$ cat config.mk
export PLATFORM = sky130hd
export DESIGN_NAME = depth_frame_variance_top
export DESIGN_NICKNAME = d
export VERILOG_FILES = /design/src/sv/dfv_pkg.sv /design/src/sv/dfv_ram.sv /design/src/sv/dfv_div.sv /design/src/sv/dfv_ctrl.sv /design/src/sv/dfv_dpath.sv /design/src/sv/depth_frame_variance_top.sv
export SDC_FILE = /design/constraint.sdc
export NUM_CORES = 2
export LEC_CHECK = 0
export ABC_AREA = 1
export BUFFER_PORTS_ARGS = -buffer_cell sky130_fd_sc_hd__buf_4
export CAP_MARGIN = 40
export CORE_ASPECT_RATIO = 0.75
export CORE_UTILIZATION = 35
export CTS_BUF_LIST = sky130_fd_sc_hd__clkbuf_4 sky130_fd_sc_hd__clkbuf_8
export CTS_CLUSTER_DIAMETER = 60
export DETAILED_ROUTE_END_ITERATION = 8
export SLEW_MARGIN = 20
export SYNTH_ARGS = -nofsm -noshare
export SYNTH_HDL_FRONTEND = slang
export SYNTH_SLANG_ARGS = --single-unit
$ cat constraint.sdc
create_clock -name i_clk -period 10.15 [get_ports i_clk]
set_input_delay 0.5075 -clock i_clk [delete_from_list [all_inputs] [get_ports i_clk]]
set_output_delay 0.5075 -clock i_clk [all_outputs]
set_load 0.02 [all_outputs]
$ cat src/sv/dfv_pkg.sv
// shared types and constants of the depth frame variance block
package dfv_pkg;

    // fixed field widths and the default zone count
    localparam int DIST_W        = 13;
    localparam int VAR_W         = 26;
    localparam int COUNT_W       = 7;
    localparam int MAX_ZONES_DEF = 64;

    // controller states
    typedef enum logic [2:0] {
        S_LOAD,
        S_MEAN_GO,
        S_MEAN_WAIT,
        S_PASS_GO,
        S_PASS_WAIT,
        S_VAR_GO,
        S_VAR_WAIT,
        S_DONE
    } t_state;

    // commands from controller to datapath
    typedef struct packed {
        logic load_en;
        logic clear_frame;
        logic mean_start;
        logic mean_latch;
        logic pass_start;
        logic var_start;
        logic out_load;
    } t_dp_cmd;

    // status from datapath to controller
    typedef struct packed {
        logic div_done;
        logic pass_done;
        logic out_free;
    } t_dp_stat;

endpackage

$ cat src/sv/dfv_ram.sv
// generic single write port ram with registered read
module dfv_ram #(
    parameter int WIDTH = 8,
    parameter int DEPTH = 64
) (
    input  logic                     i_clk,
    input  logic                     i_wr_en,
    input  logic [$clog2(DEPTH)-1:0] i_wr_addr,
    input  logic [WIDTH-1:0]         i_wr_data,
    input  logic                     i_rd_en,
    input  logic [$clog2(DEPTH)-1:0] i_rd_addr,
    output logic [WIDTH-1:0]         o_rd_data
);

    logic [WIDTH-1:0] r_mem [DEPTH];
    logic [WIDTH-1:0] r_rd_data;

    // write and registered read
    always_ff @(posedge i_clk) begin
        if (i_wr_en) begin
            r_mem[i_wr_addr] <= i_wr_data;
        end
        if (i_rd_en) begin
            r_rd_data <= r_mem[i_rd_addr];
        end
    end

    assign o_rd_data = r_rd_data;

endmodule

$ cat src/sv/dfv_div.sv
// restoring divider, one quotient bit per cycle
module dfv_div #(
    parameter int N_W = 33,
    parameter int D_W = 7
) (
    input  logic           i_clk,
    input  logic           i_rst_n,
    input  logic           i_start,
    input  logic [N_W-1:0] i_dividend,
    input  logic [D_W-1:0] i_divisor,
    output logic           o_done,
    output logic [N_W-1:0] o_quotient
);

    localparam int STEP_W = $clog2(N_W + 1);

    logic [STEP_W-1:0] r_step, n_step;
    logic              r_done, n_done;
    logic [D_W-1:0]    r_rem, n_rem;
    logic [N_W-1:0]    r_quo, n_quo;
    logic [D_W-1:0]    r_div, n_div;
    logic [D_W:0]      w_trial;
    logic              w_fit;

    // one step of shift and trial subtract
    always_comb begin
        w_trial = {r_rem, r_quo[N_W-1]};
        w_fit   = (w_trial >= {1'b0, r_div});
        n_step  = r_step;
        n_done  = 1'b0;
        n_rem   = r_rem;
        n_quo   = r_quo;
        n_div   = r_div;
        if (i_start) begin
            n_step = STEP_W'(N_W);
            n_rem  = '0;
            n_quo  = i_dividend;
            n_div  = i_divisor;
        end else if (r_step != '0) begin
            n_step = r_step - 1'b1;
            n_done = (r_step == STEP_W'(1));
            n_rem  = w_fit ? D_W'(w_trial - {1'b0, r_div}) : w_trial[D_W-1:0];
            n_quo  = {r_quo[N_W-2:0], w_fit};
        end
    end

    always_ff @(posedge i_clk) begin
        if (!i_rst_n) begin
            r_step <= '0;
            r_done <= 1'b0;
        end else begin
            r_step <= n_step;
            r_done <= n_done;
        end
        r_rem <= n_rem;
        r_quo <= n_quo;
        r_div <= n_div;
    end

    assign o_done     = r_done;
    assign o_quotient = r_quo;

endmodule

$ cat src/sv/dfv_ctrl.sv
// frame sequencing state machine
module dfv_ctrl (
    input  logic               i_clk,
    input  logic               i_rst_n,
    input  logic               i_valid,
    input  logic               i_last_zone,
    input  dfv_pkg::t_dp_stat  i_stat,
    output logic               o_stall,
    output dfv_pkg::t_dp_cmd   o_cmd
);

    dfv_pkg::t_state r_state, n_state;

    // state register
    always_ff @(posedge i_clk) begin
        if (!i_rst_n) begin
            r_state <= dfv_pkg::S_LOAD;
        end else begin
            r_state <= n_state;
        end
    end

    // next state and commands
    always_comb begin
        n_state = r_state;
        o_cmd   = '0;
        o_stall = 1'b1;
        unique case (r_state)
            dfv_pkg::S_LOAD: begin
                o_stall       = 1'b0;
                o_cmd.load_en = i_valid;
                if (i_valid && i_last_zone) begin
                    n_state = dfv_pkg::S_MEAN_GO;
                end
            end
            dfv_pkg::S_MEAN_GO: begin
                o_cmd.mean_start = 1'b1;
                n_state          = dfv_pkg::S_MEAN_WAIT;
            end
            dfv_pkg::S_MEAN_WAIT: begin
                if (i_stat.div_done) begin
                    o_cmd.mean_latch = 1'b1;
                    n_state          = dfv_pkg::S_PASS_GO;
                end
            end
            dfv_pkg::S_PASS_GO: begin
                o_cmd.pass_start = 1'b1;
                n_state          = dfv_pkg::S_PASS_WAIT;
            end
            dfv_pkg::S_PASS_WAIT: begin
                if (i_stat.pass_done) begin
                    n_state = dfv_pkg::S_VAR_GO;
                end
            end
            dfv_pkg::S_VAR_GO: begin
                o_cmd.var_start = 1'b1;
                n_state         = dfv_pkg::S_VAR_WAIT;
            end
            dfv_pkg::S_VAR_WAIT: begin
                if (i_stat.div_done) begin
                    n_state = dfv_pkg::S_DONE;
                end
            end
            dfv_pkg::S_DONE: begin
                // wait for the output register to free up
                if (i_stat.out_free) begin
                    o_cmd.out_load    = 1'b1;
                    o_cmd.clear_frame = 1'b1;
                    n_state           = dfv_pkg::S_LOAD;
                end
            end
            default: begin
                n_state = dfv_pkg::S_LOAD;
            end
        endcase
    end

endmodule

$ cat src/sv/dfv_dpath.sv
// frame store, accumulators, second pass pipeline, divider and output register
module dfv_dpath #(
    parameter int MAX_ZONES = dfv_pkg::MAX_ZONES_DEF
) (
    input  logic                        i_clk,
    input  logic                        i_rst_n,
    input  dfv_pkg::t_dp_cmd            i_cmd,
    input  logic [dfv_pkg::DIST_W-1:0]  i_distance,
    output dfv_pkg::t_dp_stat           o_stat,
    input  logic                        i_out_stall,
    output logic                        o_out_valid,
    output logic [dfv_pkg::VAR_W-1:0]   o_variance,
    output logic [dfv_pkg::DIST_W-1:0]  o_mean,
    output logic [dfv_pkg::COUNT_W-1:0] o_valid_count,
    output logic                        o_no_valid
);

    localparam int DW     = dfv_pkg::DIST_W;
    localparam int CNT_W  = $clog2(MAX_ZONES + 1);
    localparam int ADDR_W = $clog2(MAX_ZONES);
    localparam int SUM_W  = DW + CNT_W;
    localparam int SQ_W   = 2 * DW + CNT_W;
    localparam int CW     = dfv_pkg::COUNT_W;

    // frame accumulation
    logic [CNT_W-1:0] r_zone_idx;
    logic [CNT_W-1:0] r_tally;
    logic [SUM_W-1:0] r_sum;
    logic             w_room;
    logic             w_wr_en;

    assign w_room  = (r_zone_idx != CNT_W'(MAX_ZONES));
    assign w_wr_en = i_cmd.load_en && w_room;

    always_ff @(posedge i_clk) begin
        if (!i_rst_n || i_cmd.clear_frame) begin
            r_zone_idx <= '0;
            r_tally    <= '0;
            r_sum      <= '0;
        end else if (w_wr_en) begin
            r_zone_idx <= r_zone_idx + 1'b1;
            if (i_distance != '0) begin
                r_tally <= r_tally + 1'b1;
                r_sum   <= r_sum + SUM_W'(i_distance);
            end
        end
    end

    // second pass read side
    logic              r_pass_run;
    logic [CNT_W-1:0]  r_pass_idx;
    logic              w_issue;
    logic [DW-1:0]     w_rd_data;

    assign w_issue = r_pass_run && (r_pass_idx != r_zone_idx);

    dfv_ram #(
        .WIDTH (DW),
        .DEPTH (MAX_ZONES)
    ) u_store (
        .i_clk     (i_clk),
        .i_wr_en   (w_wr_en),
        .i_wr_addr (r_zone_idx[ADDR_W-1:0]),
        .i_wr_data (i_distance),
        .i_rd_en   (w_issue),
        .i_rd_addr (r_pass_idx[ADDR_W-1:0]),
        .o_rd_data (w_rd_data)
    );

    // shared divider for mean and variance
    logic            w_div_done;
    logic [SQ_W-1:0] w_quo;
    logic [SQ_W-1:0] r_sq_acc;
    logic [SQ_W-1:0] w_dividend;

    assign w_dividend = i_cmd.var_start ? r_sq_acc : {{(SQ_W - SUM_W){1'b0}}, r_sum};

    dfv_div #(
        .N_W (SQ_W),
        .D_W (CNT_W)
    ) u_div (
        .i_clk      (i_clk),
        .i_rst_n    (i_rst_n),
        .i_start    (i_cmd.mean_start || i_cmd.var_start),
        .i_dividend (w_dividend),
        .i_divisor  (r_tally),
        .o_done     (w_div_done),
        .o_quotient (w_quo)
    );

    logic [DW-1:0] r_mean;

    always_ff @(posedge i_clk) begin
        if (i_cmd.mean_latch) begin
            r_mean <= w_quo[DW-1:0];
        end
    end

    // pass pipeline: read, distance from mean, square, accumulate
    logic                r_s1, r_s2, r_s3;
    logic [DW-1:0]       r_diff;
    logic [2*DW-1:0]     r_sq;
    logic [DW-1:0]       w_diff;

    always_comb begin
        if (w_rd_data == '0) begin
            w_diff = '0;
        end else if (w_rd_data >= r_mean) begin
            w_diff = w_rd_data - r_mean;
        end else begin
            w_diff = r_mean - w_rd_data;
        end
    end

    logic w_pass_done;

    assign w_pass_done = r_pass_run && !w_issue && !r_s1 && !r_s2 && !r_s3;

    always_ff @(posedge i_clk) begin
        if (!i_rst_n) begin
            r_pass_run <= 1'b0;
            r_s1       <= 1'b0;
            r_s2       <= 1'b0;
            r_s3       <= 1'b0;
        end else begin
            if (i_cmd.pass_start) begin
                r_pass_run <= 1'b1;
            end else if (w_pass_done) begin
                r_pass_run <= 1'b0;
            end
            r_s1 <= w_issue;
            r_s2 <= r_s1;
            r_s3 <= r_s2;
        end
        if (i_cmd.pass_start) begin
            r_pass_idx <= '0;
        end else if (w_issue) begin
            r_pass_idx <= r_pass_idx + 1'b1;
        end
        r_diff <= w_diff;
        r_sq   <= r_diff * r_diff;
        if (i_cmd.pass_start) begin
            r_sq_acc <= '0;
        end else if (r_s3) begin
            r_sq_acc <= r_sq_acc + SQ_W'(r_sq);
        end
    end

    // output register
    logic                r_out_valid;
    logic [dfv_pkg::VAR_W-1:0] r_variance;
    logic [DW-1:0]       r_out_mean;
    logic [CW-1:0]       r_count;
    logic                r_no_valid;
    logic                w_none;
    logic [CNT_W+CW-1:0] w_count_ext;

    assign w_none      = (r_tally == '0);
    assign w_count_ext = {{CW{1'b0}}, r_tally};

    always_ff @(posedge i_clk) begin
        if (!i_rst_n) begin
            r_out_valid <= 1'b0;
        end else if (i_cmd.out_load) begin
            r_out_valid <= 1'b1;
        end else if (!i_out_stall) begin
            r_out_valid <= 1'b0;
        end
        if (i_cmd.out_load) begin
            r_variance <= w_none ? '0 : w_quo[dfv_pkg::VAR_W-1:0];
            r_out_mean <= w_none ? '0 : r_mean;
            r_count    <= w_count_ext[CW-1:0];
            r_no_valid <= w_none;
        end
    end

    assign o_stat.div_done  = w_div_done;
    assign o_stat.pass_done = w_pass_done;
    assign o_stat.out_free  = !r_out_valid || !i_out_stall;

    assign o_out_valid   = r_out_valid;
    assign o_variance    = r_variance;
    assign o_mean        = r_out_mean;
    assign o_valid_count = r_count;
    assign o_no_valid    = r_no_valid;

endmodule

$ cat src/sv/depth_frame_variance_top.sv
// top level of the depth frame variance block
//
// Input channel (i_valid / o_stall): one zone distance per transfer, with
// i_last_zone set on the final zone of a frame. Zeros are invalid readings.
// Zones are taken one per cycle while a frame loads; zones beyond
// MAX_ZONES are dropped, though their last flag still closes the frame.
// After the last zone, o_stall stays high while the frame is reduced:
// a mean division, a second pass over the stored zones, and a variance
// division, both divisions on the shared bit-serial divider.
// Output channel (o_valid / i_stall): one result per frame from an output
// register; the next frame loads while a result waits. If a result is still
// stalled when the next frame finishes, that frame waits before delivery.
// Reset is synchronous and clears the frame state and all handshakes; the
// frame store needs no clearing.
module depth_frame_variance_top #(
    parameter int MAX_ZONES = dfv_pkg::MAX_ZONES_DEF
) (
    input  logic                        i_clk,
    input  logic                        i_rst_n,
    input  logic                        i_valid,
    output logic                        o_stall,
    input  logic [dfv_pkg::DIST_W-1:0]  i_distance,
    input  logic                        i_last_zone,
    output logic                        o_valid,
    input  logic                        i_stall,
    output logic [dfv_pkg::VAR_W-1:0]   o_variance,
    output logic [dfv_pkg::DIST_W-1:0]  o_mean,
    output logic [dfv_pkg::COUNT_W-1:0] o_valid_count,
    output logic                        o_no_valid
);

    dfv_pkg::t_dp_cmd  w_cmd;
    dfv_pkg::t_dp_stat w_stat;

    dfv_ctrl u_ctrl (
        .i_clk       (i_clk),
        .i_rst_n     (i_rst_n),
        .i_valid     (i_valid),
        .i_last_zone (i_last_zone),
        .i_stat      (w_stat),
        .o_stall     (o_stall),
        .o_cmd       (w_cmd)
    );

    dfv_dpath #(
        .MAX_ZONES (MAX_ZONES)
    ) u_dpath (
        .i_clk         (i_clk),
        .i_rst_n       (i_rst_n),
        .i_cmd         (w_cmd),
        .i_distance    (i_distance),
        .o_stat        (w_stat),
        .i_out_stall   (i_stall),
        .o_out_valid   (o_valid),
        .o_variance    (o_variance),
        .o_mean        (o_mean),
        .o_valid_count (o_valid_count),
        .o_no_valid    (o_no_valid)
    );

endmodule

==> results.py <==
metrics = {
    "floorplanning": {
        "dieWidth_um": 449,
        "initial_core_util_pct": 35.4,
        "die_area_um2": 151000,
        "ios": 67,
        "core_um2": 148000,
        "num_rows": 122,
        "die_h_um": 337,
    },
    "cts": {
        "post_cts_buffers": 0,
        "path_clk_slew_ps": 60,
        "cts_buffers": 174,
        "cts_root_buffer": "clkbuf_8",
        "cts_tree": "built",
        "clk_path_buf_depth": 3,
        "clock_latency_ps": 910,
        "ctsHtreeMaxLevel": 4,
        "cts_sinks": 1079,
    },
    "grt": {
        "met3_usage_pct": 3.42,
        "track_usage_pct": 19.1,
        "grt_pass1_vias": 35700,
        "grt_pass1_wl_mm": 221,
        "busiest_layer": "met1",
        "grt_use_met1_pct": 28.4,
        "overflow": 0,
        "antenna_found_initial": 4,
        "met2_usage_pct": 28.1,
        "grt_max_degree": 188,
    },
    "logic_synthesis": {
        "synthFlopType": "edfxtp_1",
        "ys_ff_latch": 1079,
        "ys_types": 44,
        "syn-cell-area_um2": 52300,
        "syn-num-nets": 5490,
        "synth.avg_cell_area_um2": 10.0,
        "synth.area.top_cells": "edfxtp_1 (54%), nand2_1 (6.5%), nor2_1 (5.6%)",
        "postSynthCellCount": 5221,
        "yosysMostFrequentCell": "edfxtp_1",
        "synth_warnings": 0,
        "yosysTopAreaCellShare_pct": 54.2,
        "synth_edf_count": 945,
        "ys_seq_area_share_pct": 59.3,
        "synth_commonest_cells": "edfxtp_1 (945), nand2_1 (904), nor2_1 (786)",
        "synthArstFlopShare_pct": 0,
        "yosysTopAreaCell": "edfxtp_1",
    },
    "worst_setup_path": {
        "worst-path-buf-inv": 3,
        "crit_type": "reg2reg",
        "cp_slowest_stage_delay_ps": 710,
        "crit_fanout": 14,
        "crit_path_cell_trace": "nand2_1, fa_1, fa_1, inv_1, fa_1, fa_1, inv_1, fa_1, inv_1, ha_1, a21oi_1, a21boi_0, o21ai_0, nand3_1, nand2_1, nand2_1, nand2_1",
        "crit_path_end_kind": "register",
        "cp_top_family": "adder cells",
        "crit_top_cell": "fa_1",
        "critPathArrivalTime_ps": 6290,
        "crit_slowest_cell": "dfxtp_1",
        "start_kind": "register",
        "cp.required_ps": 10910,
    },
    "job": {
        "maxCapViolations": 0,
    },
    "drt": {
        "ant_nets": 0,
        "num_vias": 37500,
        "drt-vias-per-instance": 5.02,
        "drt_wl_total_mm": 145,
        "drtIter0Drc": 3598,
        "drt-pass1-iter-count": 5,
        "post_drt_wl_per_cell_um": 19.4,
        "drc": 0,
    },
    "outcome": {
        "outcome": "completed",
    },
    "final_layout": {
        "final_area_um2": 58800,
        "ff_latch_area_um2": 31100,
        "drive_above_1_share_pct": 8.97,
        "fin_util_pct": 39.8,
        "fillCellCount": 14400,
        "multi_input_area_um2": 17800,
        "areaGrowthSynthToFinish_pct": 12.4,
        "fin_nets": 5621,
    },
    "min_path": {
        "hold_class": "in2reg",
    },
    "sta": {
        "rsz0062_at_grt": "false",
        "post-route-period-util_pct": 54.4,
        "maxSlewViolCount": 0,
        "hold_viol": 0,
        "fmax_mhz": 181,
        "tns_ps": 0,
        "finalCriticalPeriod_ps": 5530,
        "worstMarginPinSlew_ps": 897,
        "slew_headroom_pct": 40.2,
        "setup_viol_count_final": 0,
        "fin_worst_skew_ps": 55.9,
        "whs_ps": 119,
    },
    "pwr": {
        "total_power_mw": 21.0,
        "ir_drop_mv": 0.605,
        "power.leakage_nw": 23.5,
        "power_density_nw_per_um2": 358,
    },
    "placed_design": {
        "io_buffers": 66,
        "gp_congestion": 0.905,
        "placed_cell_area_um2": 55100,
        "dpl.hpwl_mm": 94.4,
    },
}
## layout by cell type, fill, tap and decap left out, types with 4 or more instances in the layout
master         instances
a21o_1                10
a21oi_1              194
a22o_1                 4
and2_1                 7
buf_16                 5
buf_4                160
buf_6                  4
clkbuf_4              57
clkbuf_8             182
clkinv_1              36
clkinv_2              18
clkinv_8               5
dfxtp_1              131
dlygate4sd3_1         10
edfxtp_1             945
fa_1                  99
ha_1                 152
inv_1                635
inv_16                 4
inv_2                  9
nand2_1              904
nand3_1              230
nand3b_1               5
nand4_1               39
nor2_1               775
nor2_2                11
nor3_1                19
nor3_2                 4
o211ai_1             114
o21ai_0              480
o21ai_1               53
o21bai_1               6
o221ai_1              11
o22ai_1               41
or2_2                  7
xnor2_1               26
xor2_1                54
## power by group
| group | internal (mW) | switching [mW] |
|---|---|---|
| sequential | 5.34 | 0.413 |
| combinational | 3.89 | 7.59 |
| clock | 1.98 | 1.81 |
| total | 11.2 | 9.81 |
## routing by layer
metal,share of wire [%],vias up
met5,0.0069,-
met4,2.1,2
met3,7.8,184
met2,43,1306
met1,47,18200
li1,-,17800
## worst reg2reg max path: cells and delay by family (launching register included)
| kind | cells | cell delay (ps) |
|---|---|---|
| fa+ha+maj | 6 | 2910 |
| flops | 1 | 710 |
| simple gates | 5 | 490 |
| compound gates | 3 | 1150 |
| buf+inv | 3 | 160 |
## final timing paths
check | slack [ps] | end | start | depth (start not counted)
setup / recovery | 4620 | u_dpath.r_sq[14] | u_dpath.r_diff[6] | 17
hold reg to reg | 430 | u_dpath.r_s3 | u_dpath.r_s2 | 2
setup reg to reg | 4620 | u_dpath.r_sq[14] | u_dpath.r_diff[6] | 17
hold / removal | 120 | u_dpath.u_store.r_mem[63][4] | i_distance[4] | 1
## final cells by class
class / instances / share of cell area, %
repair buffers: 183 / 2.63
clock inverters: 70 / 0.930
well taps: 1984 / 4.22
inverters: 649 / 4.15
multi-input cells: 3265 / 30.2
flip-flops and latches: 1079 / 52.8
diodes: 1 / 0.00425
clock buffers: 239 / 4.99
## timing repair
action                                 in CTS  in global routing
endpoints found under the hold margin      77                  0
hold buffers                               10                  0
gates resized for setup                     0                  0
## state kept, by name, summed over array words and instances, names as in the netlist, 13 cells and up
| signal | flops |
|---|---|
| u_dpath.r_diff | 13 |
| u_dpath.r_sq | 25 |
| u_dpath.u_store.o_rd_data | 13 |
| u_dpath.r_sq_acc | 33 |
| u_dpath.o_variance | 26 |
| u_dpath.r_sum | 20 |
| u_dpath.o_mean | 13 |
| u_dpath.u_div.o_quotient | 33 |
| u_dpath.u_store.r_mem | 832 |
| u_dpath.r_mean | 13 |
## kinds of logic after synthesis
group / Yosys count / share of synthesized area (%)
adder cells (fa/ha/maj): 251 / 7.42
XOR/XNOR: 80 / 1.34
buffers and inverters: 877 / 6.77
AND/OR/NAND/NOR: 2011 / 15.4
AO/OA/AOI/OAI: 923 / 9.70
flip-flops: 1079 / 59.3
## per-stage QoR
step           setup WS, ps  cells
3_3_place_gp           4800   7138
5_1_grt                4380   7470
6_report               4620   7470
3_5_place_dp           4730   7145
4_1_cts                4700   7464
2_1_floorplan          5440   5221
Note: power is estimated with default switching activity, not from simulation.
